[src/design/ptt_pkg.sv]
// Shared types, codes and constants of the pending transaction timeout table.
// Used by the cell, the core and the checker.
package ptt_pkg;

  localparam int DEFAULT_TABLE_DEPTH = 16;
  localparam int MAX_RESULTS         = 16;
  localparam int EXP_CNT_W           = $clog2(MAX_RESULTS);

  localparam logic [30:0] TIMEOUT_RESET = 31'd1000;

  localparam logic [1:0] ACT_POST     = 2'd0;
  localparam logic [1:0] ACT_COMPLETE = 2'd1;
  localparam logic [1:0] ACT_TICK     = 2'd2;

  localparam logic [2:0] STATUS_POSTED    = 3'd0;
  localparam logic [2:0] STATUS_FULL      = 3'd1;
  localparam logic [2:0] STATUS_COMPLETED = 3'd2;
  localparam logic [2:0] STATUS_NOT_FOUND = 3'd3;
  localparam logic [2:0] STATUS_TIMED_OUT = 3'd4;

  typedef struct packed {
    logic [31:0] id;
    logic [15:0] tag;
    logic [31:0] deadline;
  } entry_t;

  typedef struct packed {
    logic load;
    logic shift;
  } cell_ctrl_t;

endpackage

[src/design/ptt_req_if.sv]
// Request channel of the pending transaction timeout table.
// Depends on nothing.
interface ptt_req_if;
  logic        valid;
  logic        ready;
  logic [1:0]  action;
  logic [31:0] trans_id;
  logic [15:0] user_tag;
  logic [31:0] payload_ref;

  modport source (output valid, action, trans_id, user_tag, payload_ref, input ready);
  modport sink (input valid, action, trans_id, user_tag, payload_ref, output ready);
endinterface

[src/design/ptt_rsp_if.sv]
// Result channel of the pending transaction timeout table.
// Depends on nothing.
interface ptt_rsp_if;
  logic        valid;
  logic        ready;
  logic [2:0]  status;
  logic [31:0] out_id;
  logic [15:0] out_tag;
  logic [31:0] out_payload;
  logic        has_payload;
  logic        last;

  modport source (output valid, status, out_id, out_tag, out_payload, has_payload, last,
                  input ready);
  modport sink (input valid, status, out_id, out_tag, out_payload, has_payload, last,
                output ready);
endinterface

[src/design/ptt_cfg_if.sv]
// Configuration write channel carrying the timeout register value.
// Depends on nothing.
interface ptt_cfg_if;
  logic        valid;
  logic        ready;
  logic [30:0] timeout_ticks;

  modport source (output valid, timeout_ticks, input ready);
  modport sink (input valid, timeout_ticks, output ready);
endinterface

[src/design/ptt_cell.sv]
// One table cell: holds one outstanding entry, loads a new one or takes its
// neighbor's entry, and compares its id against the search key. Uses ptt_pkg.
module ptt_cell (
  input  logic                clk,
  input  ptt_pkg::cell_ctrl_t ctrl,
  input  ptt_pkg::entry_t     load_data,
  input  ptt_pkg::entry_t     nbr,
  input  logic [31:0]         key,
  output ptt_pkg::entry_t     entry,
  output logic                match
);

  always_ff @(posedge clk) begin
    if (ctrl.shift) begin
      entry <= nbr;
    end else if (ctrl.load) begin
      entry <= load_data;
    end
  end

  assign match = (entry.id == key);

endmodule

[src/design/pending_transaction_timeout_table_core.sv]
// Tracks up to TABLE_DEPTH outstanding transactions in a chain of cells, oldest in cell 0.
// A post or a complete is accepted (ids are compared in every cell in that cycle) and its
// single result is loaded into the output register once that register is free.
// A tick expires the entries past their deadline, at most 16 per tick; the chain shifts out
// one entry per cycle into the one result register while that register is free, and stalls
// while it still holds an untaken result. Entries never written are never read.
module pending_transaction_timeout_table_core #(
  parameter int TABLE_DEPTH = ptt_pkg::DEFAULT_TABLE_DEPTH
) (
  input logic         clk,
  input logic         rst,
  ptt_cfg_if.sink     cfg,
  ptt_req_if.sink     req,
  ptt_rsp_if.source   rsp
);

  localparam int OCC_W = $clog2(TABLE_DEPTH + 1);

  typedef enum logic [1:0] {ST_IDLE, ST_EMIT, ST_EXPIRE} state_t;

  state_t                       state;
  logic [OCC_W-1:0]             occ;
  logic [31:0]                  tick_count;
  logic [30:0]                  timeout;
  logic [ptt_pkg::EXP_CNT_W-1:0] exp_cnt;
  logic [1:0]                   act_q;
  logic [31:0]                  id_q;
  logic [15:0]                  tag_q;
  logic [31:0]                  pay_q;
  logic [TABLE_DEPTH-1:0]       match_q;
  logic                         rsp_valid;

  ptt_pkg::entry_t     cell_entry [TABLE_DEPTH];
  ptt_pkg::cell_ctrl_t cell_ctrl  [TABLE_DEPTH];
  ptt_pkg::entry_t     new_entry;
  logic [TABLE_DEPTH-1:0] match_now, live, first, tail_mask, shift_vec, load_vec;
  logic [15:0] sel_tag;
  logic [31:0] diff0, diff1;
  logic exp0, exp1, found, full, out_free, do_post, do_remove, do_expire, exp_last;
  logic rsp_load;

  genvar g;
  generate
    for (g = 0; g < TABLE_DEPTH; g++) begin : g_cell
      if (g == TABLE_DEPTH - 1) begin : g_end
        ptt_cell u_cell (
          .clk(clk), .ctrl(cell_ctrl[g]), .load_data(new_entry), .nbr(cell_entry[g]),
          .key(req.trans_id), .entry(cell_entry[g]), .match(match_now[g])
        );
      end else begin : g_mid
        ptt_cell u_cell (
          .clk(clk), .ctrl(cell_ctrl[g]), .load_data(new_entry), .nbr(cell_entry[g+1]),
          .key(req.trans_id), .entry(cell_entry[g]), .match(match_now[g])
        );
      end
      assign live[g]           = OCC_W'(g) < occ;
      assign load_vec[g]       = do_post && (occ == OCC_W'(g));
      assign cell_ctrl[g].load  = load_vec[g];
      assign cell_ctrl[g].shift = shift_vec[g];
    end
  endgenerate

  always_comb begin
    first     = match_q & (~match_q + TABLE_DEPTH'(1));
    tail_mask = ~(first - TABLE_DEPTH'(1));
    found     = |match_q;
    sel_tag   = '0;
    for (int k = 0; k < TABLE_DEPTH; k++) begin
      sel_tag = sel_tag | (first[k] ? cell_entry[k].tag : 16'd0);
    end
  end

  assign full      = (occ == OCC_W'(TABLE_DEPTH));
  assign diff0     = cell_entry[0].deadline - tick_count;
  assign diff1     = cell_entry[1].deadline - tick_count;
  assign exp0      = (occ != '0) && diff0[31];
  assign exp1      = (occ > OCC_W'(1)) && diff1[31];
  assign exp_last  = (exp_cnt == ptt_pkg::EXP_CNT_W'(ptt_pkg::MAX_RESULTS - 1)) || !exp1;
  assign out_free  = !rsp_valid || rsp.ready;
  assign do_post   = (state == ST_EMIT) && out_free && (act_q == ptt_pkg::ACT_POST) && !full;
  assign do_remove = (state == ST_EMIT) && out_free && (act_q == ptt_pkg::ACT_COMPLETE) && found;
  assign do_expire = (state == ST_EXPIRE) && out_free && exp0;
  assign shift_vec = do_expire ? '1 : (do_remove ? tail_mask : '0);
  assign rsp_load  = ((state == ST_EMIT) && out_free) || do_expire;

  assign new_entry.id       = id_q;
  assign new_entry.tag      = tag_q;
  assign new_entry.deadline = tick_count + {1'b0, timeout};

  assign cfg.ready = 1'b1;
  assign req.ready = (state == ST_IDLE);
  assign rsp.valid = rsp_valid;

  always_ff @(posedge clk) begin
    if (rst) begin
      state      <= ST_IDLE;
      occ        <= '0;
      tick_count <= '0;
      timeout    <= ptt_pkg::TIMEOUT_RESET;
      exp_cnt    <= '0;
      rsp_valid  <= 1'b0;
    end else begin
      if (cfg.valid) begin
        timeout <= cfg.timeout_ticks;
      end
      if (rsp_load) begin
        rsp_valid <= 1'b1;
      end else if (rsp.ready) begin
        rsp_valid <= 1'b0;
      end
      unique case (state)
        ST_IDLE: begin
          if (req.valid) begin
            act_q   <= req.action;
            id_q    <= req.trans_id;
            tag_q   <= req.user_tag;
            pay_q   <= req.payload_ref;
            match_q <= match_now & live;
            unique case (req.action)
              ptt_pkg::ACT_POST, ptt_pkg::ACT_COMPLETE: begin
                state <= ST_EMIT;
              end
              ptt_pkg::ACT_TICK: begin
                tick_count <= tick_count + 32'd1;
                exp_cnt    <= '0;
                state      <= ST_EXPIRE;
              end
              default: begin
                state <= ST_IDLE;
              end
            endcase
          end
        end
        ST_EMIT: begin
          if (out_free) begin
            rsp.last   <= 1'b1;
            rsp.out_id <= id_q;
            state      <= ST_IDLE;
            if (act_q == ptt_pkg::ACT_POST) begin
              rsp.out_tag     <= tag_q;
              rsp.out_payload <= '0;
              rsp.has_payload <= 1'b0;
              if (full) begin
                rsp.status <= ptt_pkg::STATUS_FULL;
              end else begin
                rsp.status <= ptt_pkg::STATUS_POSTED;
                occ        <= occ + OCC_W'(1);
              end
            end else if (found) begin
              rsp.status      <= ptt_pkg::STATUS_COMPLETED;
              rsp.out_tag     <= sel_tag;
              rsp.out_payload <= pay_q;
              rsp.has_payload <= 1'b1;
              occ             <= occ - OCC_W'(1);
            end else begin
              rsp.status      <= ptt_pkg::STATUS_NOT_FOUND;
              rsp.out_tag     <= '0;
              rsp.out_payload <= '0;
              rsp.has_payload <= 1'b0;
            end
          end
        end
        ST_EXPIRE: begin
          if (!exp0) begin
            state <= ST_IDLE;
          end else if (out_free) begin
            rsp.status      <= ptt_pkg::STATUS_TIMED_OUT;
            rsp.out_id      <= cell_entry[0].id;
            rsp.out_tag     <= cell_entry[0].tag;
            rsp.out_payload <= '0;
            rsp.has_payload <= 1'b0;
            rsp.last        <= exp_last;
            occ             <= occ - OCC_W'(1);
            exp_cnt         <= exp_cnt + ptt_pkg::EXP_CNT_W'(1);
            if (exp_last) begin
              state <= ST_IDLE;
            end
          end
        end
        default: begin
          state <= ST_IDLE;
        end
      endcase
    end
  end

endmodule

[src/flat_wrapper.sv]
// flat-port wrapper written by rule: the top's interface ports become plain ports
module pending_transaction_timeout_table_core_flat 
#(
  parameter int TABLE_DEPTH = ptt_pkg::DEFAULT_TABLE_DEPTH
)
  (clk, rst, cfg_valid, cfg_timeout_ticks, cfg_ready, req_valid, req_action, req_trans_id, req_user_tag, req_payload_ref, req_ready, rsp_valid, rsp_status, rsp_out_id, rsp_out_tag, rsp_out_payload, rsp_has_payload, rsp_last, rsp_ready);
  ptt_cfg_if cfg_i ();
  ptt_req_if req_i ();
  ptt_rsp_if rsp_i ();
  input logic clk;
  input logic rst;
  input wire logic [$bits(cfg_i.valid)-1:0] cfg_valid;
  input wire logic [$bits(cfg_i.timeout_ticks)-1:0] cfg_timeout_ticks;
  output wire logic [$bits(cfg_i.ready)-1:0] cfg_ready;
  input wire logic [$bits(req_i.valid)-1:0] req_valid;
  input wire logic [$bits(req_i.action)-1:0] req_action;
  input wire logic [$bits(req_i.trans_id)-1:0] req_trans_id;
  input wire logic [$bits(req_i.user_tag)-1:0] req_user_tag;
  input wire logic [$bits(req_i.payload_ref)-1:0] req_payload_ref;
  output wire logic [$bits(req_i.ready)-1:0] req_ready;
  output wire logic [$bits(rsp_i.valid)-1:0] rsp_valid;
  output wire logic [$bits(rsp_i.status)-1:0] rsp_status;
  output wire logic [$bits(rsp_i.out_id)-1:0] rsp_out_id;
  output wire logic [$bits(rsp_i.out_tag)-1:0] rsp_out_tag;
  output wire logic [$bits(rsp_i.out_payload)-1:0] rsp_out_payload;
  output wire logic [$bits(rsp_i.has_payload)-1:0] rsp_has_payload;
  output wire logic [$bits(rsp_i.last)-1:0] rsp_last;
  input wire logic [$bits(rsp_i.ready)-1:0] rsp_ready;
  assign cfg_i.valid = cfg_valid;
  assign cfg_i.timeout_ticks = cfg_timeout_ticks;
  assign cfg_ready = cfg_i.ready;
  assign req_i.valid = req_valid;
  assign req_i.action = req_action;
  assign req_i.trans_id = req_trans_id;
  assign req_i.user_tag = req_user_tag;
  assign req_i.payload_ref = req_payload_ref;
  assign req_ready = req_i.ready;
  assign rsp_valid = rsp_i.valid;
  assign rsp_status = rsp_i.status;
  assign rsp_out_id = rsp_i.out_id;
  assign rsp_out_tag = rsp_i.out_tag;
  assign rsp_out_payload = rsp_i.out_payload;
  assign rsp_has_payload = rsp_i.has_payload;
  assign rsp_last = rsp_i.last;
  assign rsp_i.ready = rsp_ready;
  pending_transaction_timeout_table_core #(.TABLE_DEPTH(TABLE_DEPTH)) u_core (.clk(clk), .rst(rst), .cfg(cfg_i), .req(req_i), .rsp(rsp_i));
endmodule
[config.mk]
export PLATFORM = sky130hd
export DESIGN_NAME = pending_transaction_timeout_table_core_flat
export DESIGN_NICKNAME = d
export VERILOG_FILES = /design/src/design/ptt_pkg.sv /design/src/design/ptt_req_if.sv /design/src/design/ptt_rsp_if.sv /design/src/design/ptt_cfg_if.sv /design/src/design/ptt_cell.sv /design/src/design/pending_transaction_timeout_table_core.sv /design/src/flat_wrapper.sv
export SDC_FILE = /design/constraint.sdc
export NUM_CORES = 2
export LEC_CHECK = 0
export BUFFER_PORTS_ARGS = -buffer_cell sky130_fd_sc_hd__buf_2
export CAP_MARGIN = 20
export CORE_MARGIN = 1.5
export CORE_UTILIZATION = 55
export CTS_BUF_LIST = sky130_fd_sc_hd__clkbuf_2
export CTS_CLUSTER_SIZE = 14
export DETAILED_ROUTE_END_ITERATION = 12
export PLACE_DENSITY = 0.72
export SLEW_MARGIN = 20
export SYNTH_ARGS = -nofsm -noshare
export SYNTH_HDL_FRONTEND = slang
export SYNTH_SLANG_ARGS = --single-unit
[constraint.sdc]
create_clock -name clk -period 10.9 [get_ports clk]
set_clock_uncertainty 0.1 [all_clocks]
set_input_delay 2.18 -clock clk [delete_from_list [all_inputs] [get_ports clk]]
set_output_delay 2.18 -clock clk [all_outputs]
set_load 0.005 [all_outputs]
Word-level counts from Yosys, hierarchy flattened
Index checks and enable logic that the tools add are counted.
{"block": "word_totals", "regBits": 1538, "latch_bits": 0, "ram_bits": 0, "mem_bits_ro": 0, "input_bits": 118, "out_inout_bits": 88, "wordCells": 324, "mem_count": 0}
{"block": "op_classes", "add_sub_neg": 9, "multipliers": 0, "n_div": 0, "magnitude_cmp": 17, "n_eq_ne": 47, "shift": 0, "muxes": 102, "bitwise": 21, "n_reduce_logical": 63}
{"op": "80-bit two-way mux", "count": 30}
{"op": "32-bit == test", "count": 16}
{"op": "16-bit two-way mux", "count": 23}
{"op": "32-bit two-way mux", "count": 8}
{"op": "16-bit bitwise OR", "count": 15}
{"op": "32-bit one-hot mux with 2 select lines", "count": 2}
{"op": "32-bit subtractor", "count": 2}
{"op": "5-bit by 4-bit == test with 1-bit output, second input constant", "count": 8}
{"op": "4-bit by 5-bit less-than comparator with 1-bit output, first input constant", "count": 8}
{"op": "2-bit nonzero test", "count": 18}
{"op": "32-bit by 1-bit adder with 32-bit output, second input constant", "count": 1}
{"op": "32-bit by 31-bit adder with 32-bit output", "count": 1}
{"op": "16-bit AND", "count": 2}
{"op": "16-bit inverter", "count": 2}
{"op": "16-bit one-hot mux with 2 select lines", "count": 1}
{"op": "5-bit two-way mux", "count": 6}
{"op": "1-bit logical AND", "count": 25}
{"op": "5-bit by 3-bit == test with 1-bit output, second input constant", "count": 4}
{"op": "3-bit by 5-bit less-than comparator with 1-bit output, first input constant", "count": 4}
{"op": "16-bit by 1-bit adder with 16-bit output, second input constant", "count": 1}
{"op": "4-bit two-way mux", "count": 4}
{"op": "16-bit OR reduction", "count": 1}
{"op": "16-bit by 1-bit subtractor with 16-bit output, second input constant", "count": 1}
{"op": "1-bit two-way mux", "count": 12}
{"op": "36 further kinds", "count": 64}

Depth between registers and ports, before layout
{"block": "logic_depth", "word_depth": 23, "mapped_depth": 14, "mapped_depth_nobuf": 12}

By module
A second synthesis with hierarchy kept.
{"block": "unflattened", "cells_unflattened": 4883, "hier_area_um2": 75090.8}
{"module": "ptt_cell", "n_inst": 16, "cells_per_inst": 213, "area_each_um2": 3753.6, "seq_area_each_um2": 2402.3}
{"module": "pending_transaction_timeout_table_core", "n_inst": 1, "cells_per_inst": 1475, "area_each_um2": 15033.2, "seq_area_each_um2": 6996.7}

Worst setup path after synthesis
No wires, ideal clock.
{"block": "synth_timing", "path_kind": "input port to flip-flop", "start": "input rsp_ready", "end": "register u_core.g_cell[2].g_mid.u_cell.entry[0] (netlist name), enable pin", "setup_ps": 637, "t_arrival_ps": 9000, "t_required_ps": 10163, "path_slack_ps": 1163, "path_stages": 6, "n_path_buf": 1, "cell_sequence": "nand2b_1 > clkbuf_1 > nand2_1 > nor3_1 > nand2_1 > o31ai_1"}
{"block": "synth_via", "elab_chain_len": 7, "word_cells_on_any_way": 12, "classes_between": "mux: 2; reduce/logical: 10"}
{"item": "start, declared", "line_no": "flat_wrapper.sv:28", "text": "input wire logic [$bits(rsp_i.ready)-1:0] rsp_ready;"}
{"item": "1-bit logical OR (*)", "line_no": "pending_transaction_timeout_table_core.sv:79", "text": "assign out_free = !rsp_valid || rsp.ready;"}
{"item": "1-bit logical AND", "line_no": "pending_transaction_timeout_table_core.sv:80, pending_transaction_timeout_table_core.sv:81"}
{"item": "1-bit logical AND (2 in a row)", "line_no": "pending_transaction_timeout_table_core.sv:81", "text": "assign do_remove = (state == ST_EMIT) && out_free && (act_q == ptt_pkg::ACT_COMPLETE) && found;"}
{"item": "16-bit two-way mux (2 in a row)", "line_no": "pending_transaction_timeout_table_core.sv:83", "text": "assign shift_vec = do_expire ? '1 : (do_remove ? tail_mask : '0);"}
{"item": "2-bit nonzero test (no source line) (*)"}
{"item": "end signal, assigned", "line_no": "ptt_cell.sv:15", "text": "entry <= nbr;"}
{"item": "end signal, assigned", "line_no": "ptt_cell.sv:17", "text": "entry <= load_data;"}
{"item": "end, declared", "line_no": "ptt_cell.sv:9", "text": "output ptt_pkg::entry_t entry,"}
Every way passes the cells marked *; elsewhere a longest branch is shown, timed or not.
A chain may end at the register's enable or synchronous reset.

Final worst setup path
{"block": "layout_timing", "start": "register u_core.tick_count[27]", "end": "register u_core.g_cell[14].g_mid.u_cell.entry[29] (netlist name), enable pin"}
{"block": "layout_via", "elab_chain_len": 5}
{"item": "start, declared", "line_no": "pending_transaction_timeout_table_core.sv:23", "text": "logic [31:0] tick_count;"}
{"item": "start signal, assigned", "line_no": "pending_transaction_timeout_table_core.sv:124", "text": "tick_count <= tick_count + 32'd1;"}
{"item": "32-bit subtractor", "line_no": "pending_transaction_timeout_table_core.sv:74", "text": "assign diff0 = cell_entry[0].deadline - tick_count;"}
{"item": "1-bit logical AND", "line_no": "pending_transaction_timeout_table_core.sv:76", "text": "assign exp0 = (occ != '0) && diff0[31];"}
{"item": "1-bit logical AND", "line_no": "pending_transaction_timeout_table_core.sv:82", "text": "assign do_expire = (state == ST_EXPIRE) && out_free && exp0;"}
{"item": "16-bit two-way mux", "line_no": "pending_transaction_timeout_table_core.sv:83"}
{"item": "2-bit nonzero test (no source line)"}
{"item": "end signal, assigned", "line_no": "ptt_cell.sv:15"}
{"item": "end signal, assigned", "line_no": "ptt_cell.sv:17"}
{"item": "end, declared", "line_no": "ptt_cell.sv:9"}
Every way passes these cells.

==> run metrics <==
Reg-to-Reg Start=u_core.tick_count[27]; CTS tree=built; Netlist cell types=71; WS Path Type=reg -> reg; Reg2Reg Capture Point=u_core.g_cell[14].g_mid.u_cell.entry[29]; wirelength, routed=207 mm; pwr/cell area=149 nW/um^2; Setup TNS=0 ns; max_cap viols=0; ys async rst share=0%; Starting Density=55.7%; worst min path class=reg -> reg; sw frac=27.0%; Worst setup EP type=flop; worst skew pair latency=1.77 ns; crit-path max cell delay=0.95 ns; top_reg_cell synth=edfxtp_1; Clock Power Share=33.2%; Stages on worst setup path=12; Core Box Area=132,000 sq um; status=completed; total CTS buffers=405; Post-synth EDFFs=1,463; DRC=0; Bufs on Longest Clock Path=4; RSZ-0062 raised after global routing=no; Final Hold Viols=0; Synthesis Warnings=0; Final Cycle Share=53.6%; Final Slew Violations=0; Synth area leaders=edfxtp_1, mux2_2, xor2_1; Die Y=368 um; Max IR drop VDD=101 uV; Tightest Pin Transition=1.26 ns; vias in the first global route=45.3k; post-synthesis cell count=5,010; post-layout min period=5.84 ns; Final Setup Violations=0; initial antenna violation count=8; Tot GR Track Use=30.3%; Post-CTS Resized=0; Setup crit end=u_core.g_cell[14].g_mid.u_cell.entry[29]; Internal=0.00873 W; Yosys reg bits=1,538; Nets=5,641; Slew HR=16.1%; Tot Pwr=0.0120 W; largest net degree at the start of global routing=72; first-pass GRT wire length=301 mm; Psw=0.00323 W; GRT overflow=0; IO Count=206; die area=136,000 sq um; clk root buf=clkbuf_2; top cell type's share of synthesized area=59.8%; maximum clock frequency=171 MHz; clk slew on worst S/H paths=0.12 ns; critical path data required time=12.08 ns; count of input and output buffers=204; iteration count of the initial detailed-routing pass=9; Comb pwr share=9.6%; Worst Hold Path Cells=1; Avg Cell Area, Syn=14.7 sq um; mapped cell area=73,400 sq um; total number of H-tree levels=5; P&R area growth vs syn=9.25%; critical path, cell by cell=inv_1, ha_1, nand2_1, or2_1, nor4_1, a221o_1, a311oi_4, mux2i_4, a21o_4, a21oi_4, o21ai_4, buf_4; share of layout cells above drive strength 1=36.6%; FF-to-FF path depth=12; cell taking the most area after synthesis=edfxtp_1; Reg power frac=57.2%; antenna-violating nets left=0; slowest CP cell=mux2i_4; P_leak=28.4 nW; Filler Cell Count=10.2k; commonest non-fill, non-tap cell in the layout=edfxtp_1; Starting DRT DRC Count=5,512; Buf+Inv Stages, Crit Path=2; largest fanout on the critical path=71; Post-CTS Setup Inserts=0; most frequent cells in the layout=edfxtp_1, mux2_2, clkbuf_2, nand2_1, xor2_1; Worst Path Arrival=7.02 ns; delay-heaviest family, CP=compound AO/OA/AOI/OAI gates; flop2flop setup slack=5.06 ns; DP HPWL=131 mm; WL/cell=27.7 um; die width=368 um; post-synth net total=5,230; share of the yosys chip area belonging to registers=61.9%; routability cong.=0.922; via count=46.0k; clk sinks=1,538; # rows=133; CTS Hold Bufs=0; crit path launch type=flop; drt via density=6.16; launch point of the worst path=u_core.tick_count[27]
flip-flops by register name, summed over array words and instances, names as in the netlist:
register / cells
u_core.tick_count: 32
u_core.pay_q: 32
u_core.match_q: 16
u_core.rsp.last: 1
u_core.g_cell.g_mid.u_cell.entry: 1200
u_core.rsp.status: 3
u_core.state: 2
u_core.tag_q: 16
u_core.rsp.valid: 1
u_core.occ: 5
u_core.act_q: 2
u_core.rsp.out_payload: 32
u_core.g_cell.g_end.u_cell.entry: 80
u_core.exp_cnt: 4
u_core.rsp.has_payload: 1
u_core.timeout: 31
u_core.rsp.out_id: 32
u_core.rsp.out_tag: 16
u_core.id_q: 32
worst register-to-register path, stage by stage, from the launching register on:
cell	delay, ns
dfxtp_1	0.47
inv_1	0.10
ha_1	0.31
nand2_1	0.09
or2_1	0.15
nor4_1	0.10
a221o_1	0.36
a311oi_4	0.72
mux2i_4	0.95
a21o_4	0.88
a21oi_4	0.06
o21ai_4	0.26
buf_4	0.80
power by group through the flow:
stage,Combinational (W),Clock (W),Sequential (W)
global route,0.00122,0.00433,0.00686
CTS,0.00113,0.00405,0.00684
global placement,0.00110,0,0.00697
floorplan,0.000759,0,0.00693
finish,0.00115,0.00397,0.00685
detailed placement,0.00112,0,0.00698
stage by stage:
stage / cells / worst slack, ns / instance area (sq um) / hold WS, ns / util [%]
4_1_cts: 7442 / 4.89 / 80000 / 0.258 / 60.7
3_3_place_gp: 6763 / 4.44 / 76500 / 0.378 / 58.0
2_1_floorplan: 5010 / 1.16 / 73400 / 0.349 / -
6_report: 7462 / 5.06 / 80200 / 0.357 / 60.8
5_1_grt: 7460 / 4.76 / 80200 / 0.227 / 60.8
3_5_place_dp: 6764 / 4.35 / 76600 / 0.375 / 58.0
cell type report:
type,instances,area (sq um),share of cell area [%]
Timing Repair Buffer,346,2180,2.72
Clock buffer,587,2940,3.66
Clock inverter,91,519,0.647
Sequential cell,1538,45400,56.6
Inverter,58,218,0.271
Tap cell,1755,2200,2.74
Multi-Input combinational cell,3072,26700,33.3
Antenna cell,15,37.5,0.0468
metal layers:
metal  GRT usage [%]  wire length, um  up-vias
met5               0                0        -
met4            11.5             6970        0
met3            8.51            24400      426
met2            44.5            90900     2662
met1            42.7            84700    22926
li1                -                -    19938
synth_stat cells (13+ instances only):
| library cell | instances |
|---|---|
| a221o_1 | 18 |
| nor2_1 | 109 |
| dfxtp_1 | 75 |
| mux2_1 | 86 |
| xor2_1 | 324 |
| ha_1 | 101 |
| a221oi_1 | 18 |
| mux2i_1 | 37 |
| o211ai_1 | 18 |
| buf_2 | 124 |
| nor3_1 | 22 |
| nand4_1 | 78 |
| clkbuf_1 | 190 |
| edfxtp_1 | 1463 |
| o21ai_0 | 73 |
| a22oi_1 | 32 |
| buf_1 | 18 |
| or3_1 | 15 |
| xnor2_1 | 250 |
| nor2b_1 | 13 |
| a222oi_1 | 32 |
| mux2_2 | 1072 |
| and2_1 | 37 |
| nand2_1 | 353 |
| nor4_1 | 92 |
| a32oi_1 | 17 |
| a21oi_1 | 92 |
| inv_1 | 58 |
| a21o_1 | 16 |
| nand3_1 | 58 |
cell families after synthesis:
family                     Yosys count  share of synthesized area (%)
AOI/OAI and AO/OA                  370                           3.51
xor gates and xnor gates           574                           6.85
muxes                             1195                           18.3
other                                1                        0.00511
adders and majority gates          102                           1.75
buffers and inverters              400                           2.31
and+or+nand+nor                    830                           5.46
DFF                               1538                           61.9
worst min path at each step:
stage	startpoint	end	slack (ns)
detailed placement	u_core.timeout[3]	u_core.timeout[3]	0.38
floorplan	u_core.timeout[3]	u_core.timeout[3]	0.35
global placement	u_core.timeout[9]	u_core.timeout[9]	0.38
global route	req_payload_ref[24]	u_core.pay_q[24]	0.23
finish	u_core.g_cell[11].g_mid.u_cell.entry[13]	u_core.g_cell[10].g_mid.u_cell.entry[13]	0.36
CTS	req_payload_ref[11]	u_core.pay_q[11]	0.26
(Power assumes the default switching activity.)
